--- src/csp_pkg.sv ---
// Package for the code and symbol pair bit packer.
// Holds the word types, widths and the packer result struct. No dependencies.
`default_nettype none

package csp_pkg;

	localparam int MAX_CODE_BITS = 16;
	localparam int CODE_W        = 16;
	localparam int BITS_W        = 5;
	localparam int BYTE_W        = 8;
	localparam int PEND_W        = BYTE_W - 1;
	localparam int CNT_W         = 3;
	localparam int NB_MAX        = (PEND_W + CODE_W + BYTE_W) / BYTE_W;
	localparam int NB_W          = 2;
	localparam int ACC_W         = PEND_W + CODE_W + BYTE_W;
	localparam int EFF_MAX       = (MAX_CODE_BITS < CODE_W) ? MAX_CODE_BITS : CODE_W;

	localparam logic ACT_PAIR  = 1'b0;
	localparam logic ACT_FLUSH = 1'b1;

	typedef struct packed {
		logic              action;
		logic [CODE_W-1:0] code;
		logic [BITS_W-1:0] code_bits;
		logic [BYTE_W-1:0] symbol;
	} in_word_t;

	typedef struct packed {
		logic [BYTE_W-1:0] out_byte;
		logic              is_last;
	} out_word_t;

	typedef struct packed {
		logic [NB_MAX*BYTE_W-1:0] bytes;
		logic [NB_W-1:0]          nbytes;
		logic [PEND_W-1:0]        pend_bits;
		logic [CNT_W-1:0]         pend_cnt;
	} pack_res_t;

endpackage

`default_nettype wire

--- src/csp_pack.sv ---
// Combinational packer: merges one input word into the pending bits.
// Gives the completed bytes, their count and the new pending state. Uses csp_pkg.
`default_nettype none

module csp_pack import csp_pkg::*; (
	input  wire in_word_t          word,
	input  wire logic [PEND_W-1:0] pend_bits,
	input  wire logic [CNT_W-1:0]  pend_cnt,
	output pack_res_t              res
);

	logic [BITS_W-1:0] n;
	logic [CODE_W-1:0] code_m;
	logic [ACC_W-1:0]  acc;
	logic [ACC_W-1:0]  rem;
	logic [BITS_W-1:0] sym_pos;
	logic [BITS_W-1:0] total;

	always_comb begin
		n = (word.code_bits > BITS_W'(EFF_MAX)) ? BITS_W'(EFF_MAX) : word.code_bits;
		for (int i = 0; i < CODE_W; i++) begin
			code_m[i] = word.code[i] & (BITS_W'(i) < n);
		end
		sym_pos = BITS_W'(pend_cnt) + n;
		acc = ACC_W'(pend_bits) | (ACC_W'(code_m) << pend_cnt)
			| (ACC_W'(word.symbol) << sym_pos);
		total = sym_pos + BITS_W'(BYTE_W);
		rem = acc >> {total[BITS_W-1:3], 3'b000};

		if (word.action == ACT_FLUSH) begin
			res.bytes     = (NB_MAX*BYTE_W)'(pend_bits);
			res.nbytes    = (pend_cnt != '0) ? NB_W'(1) : '0;
			res.pend_bits = '0;
			res.pend_cnt  = '0;
		end else begin
			res.bytes     = acc[NB_MAX*BYTE_W-1:0];
			res.nbytes    = total[BITS_W-1:3];
			res.pend_bits = rem[PEND_W-1:0];
			res.pend_cnt  = total[2:0];
		end
	end

endmodule

`default_nettype wire

--- src/code_symbol_pair_bit_packer.sv ---
// Top level of the code and symbol pair bit packer.
// Uses csp_pkg and csp_pack.
//
// Each accepted pair word appends its low code_bits code bits (saturated at 16)
// and then its 8 symbol bits to the pending bit buffer, least significant bit
// first, and yields one to three bytes; a flush word yields the partial byte,
// zero padded, if any bits are pending, then clears the buffer. The last byte
// of each word has is_last set. Bytes leave one per cycle, unless out_stall
// holds them, through an output register, so an item holds the byte buffer
// until its last byte is handed over; a flush with nothing pending yields none.
// A new word is taken in the cycle its predecessor hands over its final byte.
`default_nettype none

module code_symbol_pair_bit_packer import csp_pkg::*; (
	input  wire logic      clk,
	input  wire logic      arst_n,
	input  wire logic      in_valid,
	output logic           in_stall,
	input  wire in_word_t  in_data,
	output logic           out_valid,
	input  wire logic      out_stall,
	output out_word_t      out_data
);

	logic [PEND_W-1:0]        pend_bits_q;
	logic [CNT_W-1:0]         pend_cnt_q;
	logic                     valid_s1;
	logic [NB_MAX*BYTE_W-1:0] bytes_s1;
	logic [NB_W-1:0]          nb_s1;
	logic [NB_W-1:0]          idx_q;
	logic                     out_valid_q;
	out_word_t                out_data_q;

	pack_res_t res;
	logic      out_load;
	logic      hand;
	logic      s1_last;
	logic      in_acc;
	out_word_t next_out;

	csp_pack u_pack (
		.word      (in_data),
		.pend_bits (pend_bits_q),
		.pend_cnt  (pend_cnt_q),
		.res       (res)
	);

	always_comb begin
		out_load          = !out_valid_q || !out_stall;
		hand              = valid_s1 && out_load;
		s1_last           = (idx_q == nb_s1 - NB_W'(1));
		in_stall          = valid_s1 && !(hand && s1_last);
		in_acc            = in_valid && !in_stall;
		next_out.out_byte = bytes_s1[idx_q*BYTE_W +: BYTE_W];
		next_out.is_last  = s1_last;
	end

	always_ff @(posedge clk or negedge arst_n) begin
		if (!arst_n) begin
			pend_bits_q <= '0;
			pend_cnt_q  <= '0;
			valid_s1    <= 1'b0;
			idx_q       <= '0;
			out_valid_q <= 1'b0;
		end else begin
			if (in_acc) begin
				pend_bits_q <= res.pend_bits;
				pend_cnt_q  <= res.pend_cnt;
				valid_s1    <= (res.nbytes != '0);
				idx_q       <= '0;
			end else if (hand) begin
				if (s1_last) begin
					valid_s1 <= 1'b0;
				end else begin
					idx_q <= idx_q + NB_W'(1);
				end
			end
			if (out_load) begin
				out_valid_q <= hand;
			end
		end
	end

	always_ff @(posedge clk) begin
		if (in_acc) begin
			bytes_s1 <= res.bytes;
			nb_s1    <= res.nbytes;
		end
		if (hand) begin
			out_data_q <= next_out;
		end
	end

	assign out_valid = out_valid_q;
	assign out_data  = out_data_q;

	a_nb_nonzero: assert property (@(posedge clk) disable iff (!arst_n)
		valid_s1 |-> nb_s1 != '0)
		else $error("byte buffer holds no bytes");

	a_idx_range: assert property (@(posedge clk) disable iff (!arst_n)
		valid_s1 |-> idx_q < nb_s1)
		else $error("byte index beyond count");

	a_flush_clear: assert property (@(posedge clk) disable iff (!arst_n)
		in_valid && !in_stall && in_data.action == ACT_FLUSH |=> pend_cnt_q == '0)
		else $error("flush left bits pending");

	a_pend_clean: assert property (@(posedge clk) disable iff (!arst_n)
		(pend_bits_q >> pend_cnt_q) == '0)
		else $error("stray bits above pending count");

	a_stall_busy: assert property (@(posedge clk) disable iff (!arst_n)
		in_stall |-> valid_s1)
		else $error("input stalled with empty byte buffer");

endmodule

`default_nettype wire
--- config.mk ---
export PLATFORM = sky130hd
export DESIGN_NAME = code_symbol_pair_bit_packer
export DESIGN_NICKNAME = d
export VERILOG_FILES = /design/src/csp_pkg.sv /design/src/csp_pack.sv /design/src/code_symbol_pair_bit_packer.sv
export SDC_FILE = /design/constraint.sdc
export NUM_CORES = 1
export LEC_CHECK = 0
export ABC_CLOCK_PERIOD_IN_PS = 2700
export BUFFER_PORTS_ARGS = -buffer_cell sky130_fd_sc_hd__buf_2
export CAP_MARGIN = 20
export CELL_PAD_IN_SITES_DETAIL_PLACEMENT = 0
export CELL_PAD_IN_SITES_GLOBAL_PLACEMENT = 1
export CORE_MARGIN = 4
export CORE_UTILIZATION = 35
export DETAILED_ROUTE_END_ITERATION = 12
export PLACE_DENSITY_LB_ADDON = 0.08
export SETUP_SLACK_MARGIN = 0.5
export SLEW_MARGIN = 20
export SYNTH_ARGS = -nofsm -noshare
export SYNTH_HDL_FRONTEND = slang
export SYNTH_SLANG_ARGS = --single-unit
--- constraint.sdc ---
create_clock -name clk -period 2.7 [get_ports clk]
set_input_delay 0.81 -clock clk [delete_from_list [all_inputs] [get_ports clk]]
set_output_delay 0.81 -clock clk [all_outputs]
set_load 0.02 [all_outputs]
# Word-level counts from Yosys, hierarchy flattened

Index checks and enable logic that the tools add are counted.

Output and inout bits: 11
Word-level logic and storage cells: 79
Flip-flop bits (word level): 49

Eq/ne operators: 2
Add/subtract/negate cells: 4
Reductions and logical operators: 15
Bitwise operators: 18
Magnitude comparators: 17
Muxes and demuxes: 9
Shifts and indexed selects: 4

Operator list:

| operator              | number |
|---|---|
| $lt A4 B5 Y1 const A  | 8 |
| $or A31 B31 Y31       | 1 |
| $or A7 B31 Y31        | 1 |
| $shl A16 B3 Y31       | 1 |
| $shl A8 B5 Y31        | 1 |
| $shr A31 B5 Y7        | 1 |
| $shiftx A24 B6 Y8     | 1 |
| $lt A3 B5 Y1 const A  | 4 |
| $mux W19              | 1 |
| $and A1 B1 Y1         | 16 |
| $lt A1 B5 Y1 const A  | 2 |
| $lt A2 B5 Y1 const A  | 2 |
| $mux W2               | 3 |
| $reduce_bool A2 Y1    | 3 |
| $add A3 B5 Y5         | 1 |
| $add A5 B4 Y5 const B | 1 |
| $gt A5 B5 Y1 const B  | 1 |
| $mux W5               | 1 |
| $logic_and A1 B1 Y1   | 4 |
| $logic_not A1 Y1      | 4 |
| $mux W1               | 4 |
| $reduce_and A2 Y1     | 2 |
| $reduce_bool A3 Y1    | 1 |
| $add A2 B1 Y2 const B | 1 |
| 4 further kinds       | 4 |

# Depth between registers and ports, before layout

Depth in word-level cells: 11
Depth in mapped cells: 13
Mapped depth without buffers: 9

# By module

From an unflattened synthesis, not the netlist that was laid out.

Cells, all modules: 449
Area total of the unflattened synthesis: 4315.4 um^2

Modules (own cells, without submodules):

| module                      | times used | cells each | area an instance (um^2) |
|---|---|---|---|
| csp_pack                    | 1          | 330        | 2409.8 |
| code_symbol_pair_bit_packer | 1          | 119        | 1905.6 |

# Worst setup path before layout

OpenSTA, ideal clock, no wires.

Path type: input -> register
Start point: input in_data[12] (netlist name)
End point: register pend_bits_q[4]
Arrival: 3.358 ns
Setup slack: -0.746 ns
Library setup time: 0.088 ns
Cell stages on the path: 13
Path through: buf_6 buf_2 buf_2 nor2b_1 ha_1 fa_1 buf_2 inv_1 mux2_2 nor2_1 a221oi_1 a2111o_1 o21ai_1

Longest elaborated chain between the ends: 9
Elaborated cells between the ends (all ways): 42
Those cells by class: add/sub (2); order compare (17); shift (3); mux (2); bitwise (18)

RTL lines:

| item                                       | line                              | RTL |
|---|---|---|
| start, declared                            | code_symbol_pair_bit_packer.sv:19 | `input wire in_word_t in_data,` |
| $gt A5 B5 Y1                               | csp_pack.sv:20                    | `n = (word.code_bits > BITS_W'(EFF_MAX)) ? BITS_W'(EFF_MAX) : word.code_bits;` |
| $mux W5 *                                  | csp_pack.sv:20                    |  |
| $lt A1 B5 Y1, or another cell as far along | csp_pack.sv:22                    | `code_m[i] = word.code[i] & (BITS_W'(i) < n);` |
| $and A1 B1 Y1                              | csp_pack.sv:22                    |  |
| $shl A16 B3 Y31                            | csp_pack.sv:25                    | `acc = ACC_W'(pend_bits) \| (ACC_W'(code_m) << pend_cnt)` |
| $or A7 B31 Y31                             | csp_pack.sv:25                    |  |
| $or A31 B31 Y31                            | csp_pack.sv:26                    | `\| (ACC_W'(word.symbol) << sym_pos);` |
| $shr A31 B5 Y7 *                           | csp_pack.sv:28                    | `rem = acc >> {total[BITS_W-1:3], 3'b000};` |
| $mux W19 *                                 | csp_pack.sv:30                    | `if (word.action == ACT_FLUSH) begin` |
| end signal, assigned                       | code_symbol_pair_bit_packer.sv:67 | `pend_bits_q <= res.pend_bits;` |
| end, declared                              | code_symbol_pair_bit_packer.sv:25 | `logic [PEND_W-1:0] pend_bits_q;` |

Every way passes the cells marked *; elsewhere a longest branch is shown, timed or not.
A chain may end at the register's enable or synchronous reset.

# Final worst setup path

Start point: input in_data[8] (netlist name)
End point: register pend_bits_q[1]

Same word-level chain as after synthesis.

==> impl_metrics.env <==
export IMPL_synth_commonest_cells="nand2_1, edfxtp_1, nor2_1"
export IMPL_via_count=4053
export IMPL_htree_levels=2
export IMPL_synth_area_top_cells="edfxtp_1, dfrtp_1, mux2i_1"
export IMPL_drc_errors=0
export IMPL_fin_util_pct=53.9
export IMPL_drtIter0Drc=282
export IMPL_numCtsBuffers=5
export IMPL_preCtsSetupSlack_ns=-0.565
export IMPL_yosysMostFrequentCell="nand2_1"
export IMPL_cp_cell_sequence="buf_6 -> nor2b_4 -> ha_4 -> fa_2 -> buf_4 -> mux4_2 -> nand2_4 -> a2bb2o_4 -> o211a_1 -> a311oi_2 -> a22o_1"
export IMPL_cap_violations=0
export IMPL_cts_sinks=49
export IMPL_grt_ovfl_total=0
export IMPL_synth_area_um2=3960
export IMPL_dr_pass1_iters=5
export IMPL_crit_fanout=6
export IMPL_synth_top_area_share_pct=26.5
export IMPL_hpwl_um=10800
export IMPL_finalWirelength_um=14200
export IMPL_relSlewSlack_pct=55.4
export IMPL_cts_buffer_depth=2
export IMPL_syn_to_final_growth_pct=49.5
export IMPL_clock_latency_ns=0.29
export IMPL_r2r_cells=7
export IMPL_slowest_stage="fa_2"
export IMPL_vdd_drop_max_mv=0.601
export IMPL_tightest_slew_ns=0.667
export IMPL_ios=45
export IMPL_p_leak_nw=2.39
export IMPL_gr_usage_met2_pct=36.5
export IMPL_met1_usage_pct=30.7
export IMPL_r2r_start="pend_cnt_q[1]"
export IMPL_setup_tns_final_ns=-1.75
export IMPL_synthArstFlopShare_pct=28.6
export IMPL_syn_avg_cell_area_um2=9.11
export IMPL_met3_usage_pct=2.43
export IMPL_rows=38
export IMPL_status="complete, but fails checks"
export IMPL_hold_class="in2async"
export IMPL_worstPathArrival_ns=3.02
export IMPL_wl_per_cell_um=19.8
export IMPL_fin_crit_sh_pct=105
export IMPL_rsz0062_at_grt="true"
export IMPL_crit_type="in2reg"
export IMPL_setup_viol=23
export IMPL_maxSlewViolCount=0
export IMPL_grt_busiest_layer="met2"
export IMPL_ant_nets=0
export IMPL_vias_per_cell=5.65
export IMPL_crit_path_start_kind="input pin"
export IMPL_synth_edff_count=35
export IMPL_violations="setup timing"
export IMPL_yosysUniqueCellTypes=73
export IMPL_syn_nets=473
export IMPL_n_antenna_cell=0
export IMPL_synth_seq_cells=49
export IMPL_antenna_found_initial=0
export IMPL_worst_slack_ns=-0.144
export IMPL_worstPathRequired_ns=2.88
export IMPL_grt_pass1_wl_um=22500
export IMPL_die_y_um=114
export IMPL_cts_hold_buffers=0
export IMPL_synth_cells=435
export IMPL_fin_crit_ns=2.84
export IMPL_root_buffer="clkbuf_16"
export IMPL_yosys_area_top_type="edfxtp_1"
export IMPL_place_congestion=0.907
export IMPL_crit_family="adder cells"
export IMPL_start_util_pct=36.1
export IMPL_post_place_cells=686
export IMPL_ys_flop_type="edfxtp_1"
export IMPL_grt_max_degree=31
export IMPL_hold_viol=0
export IMPL_drive_gt1_share_pct=47.1
export IMPL_r2r_end="pend_bits_q[3]"
export IMPL_io_buffers=44
export IMPL_crit_path_end_kind="register"
export IMPL_grt_pass1_vias=4037
export IMPL_die_w_um=114
export IMPL_reg2reg_slack_ns=0.11
export IMPL_fmax_ghz=0.352
export IMPL_grt_use_total_pct=22.1
export IMPL_cts_tree="built"
export IMPL_ys_warn_count=0
export IMPL_clkTransAtPathRegs_ns=0.07
export IMPL_fin_nets=614
export IMPL_seq_area_frac_synth_pct=35.4
export IMPL_fin_cells=717
export IMPL_core_area_um2=11000
export IMPL_dieArea_um2=13100
export IMPL_skew_ns=0.00511
export IMPL_cp_num_buf_inv=2
export IMPL_p_per_area_nw_per_um2=1130
export IMPL_max_stage_delay_ns=0.64
-- cell families (layout without fill, tap and decap cells) --
kind of cell,count (synthesis),in the layout,share of synthesized area [%]
AOI/OAI and AO/OA,152,152,27.8
and+or+nand+nor,138,138,16.4
DFF,49,49,35.4
buffers and inverters,49,191,5.78
muxes,38,38,11.8
xor gates and xnor gates,5,5,1.29
adders and majority gates,4,4,1.45
-- registers in the layout, summed over array words and instances, names as in the netlist --
signal       count
pend_bits_q      7
idx_q            2
nb_s1            2
valid_s1         1
out_valid        1
out_data         9
pend_cnt_q       3
bytes_s1        24
-- report_power, final --
part	leakage [nW]	switching (mW)	internal, mW
Sequential	0.513	0.134	1.20
Clock	0.0842	0.286	0.439
Combinational	1.80	2.46	2.19
Total	2.39	2.88	3.83
-- layout by cell type, fill, tap and decap left out, types with 5 or more instances in the layout --
master     instances
nor2_1            24
mux2i_1           16
mux2_2             9
clkbuf_16          5
mux4_2             6
buf_2             40
o21bai_1           7
o21ai_0           15
nand2b_1           6
a21oi_1           25
a222oi_1           5
and2_1             5
dfrtp_1           14
inv_1              9
edfxtp_1          35
buf_6             20
a211oi_1           6
nor2_4             5
nand3_1            6
o211ai_1           7
o21a_1             6
buf_4            103
a21o_1             5
nand2_1           41
nor3_1             7
-- layer usage --
metal / share of wire, % / wire length (um)
met5: 0 / 0
met4: 1.2 / 176
met3: 4.1 / 587
met2: 50 / 7050
met1: 45 / 6380
-- cell type report --
type / count / area (um2)
Sequential cell: 49 / 1400
Timing Repair Buffer: 168 / 1290
Fill cell: 1000 / 5060
Tap cell: 140 / 175
Multi-Input combinational cell: 337 / 2820
Clock buffer: 5 / 125
Clock inverter: 3 / 43.8
Inverter: 15 / 70.1
-- through the flow --
stage	instance area (um2)	power, mW	hold slack (ns)
3_3_place_gp	5070	5.13	0.454
2_1_floorplan	4100	3.69	0.445
4_1_cts	5770	6.52	0.452
6_report	5920	6.71	0.445
3_5_place_dp	5070	5.16	0.474
5_1_grt	5920	7.15	0.456
-- worst max path at each step --
stage	start	end	cells past startpoint
2_1_floorplan	in_data[12]	bytes_s1[14]	11
3_3_place_gp	in_data[8]	pend_bits_q[3]	11
3_5_place_dp	in_data[8]	bytes_s1[14]	9
4_1_cts	in_data[8]	bytes_s1[14]	9
5_1_grt	in_data[8]	bytes_s1[14]	9
6_report	in_data[8]	pend_bits_q[1]	11
-- repair_timing --
item	CTS	global route
hold endpoints to repair	0	0
resized for setup	85	29
cloned	0	0
setup endpoints to repair	66	56
pin swaps	33	40
setup buffers	18	5
Power figures use the tool's default switching activity.
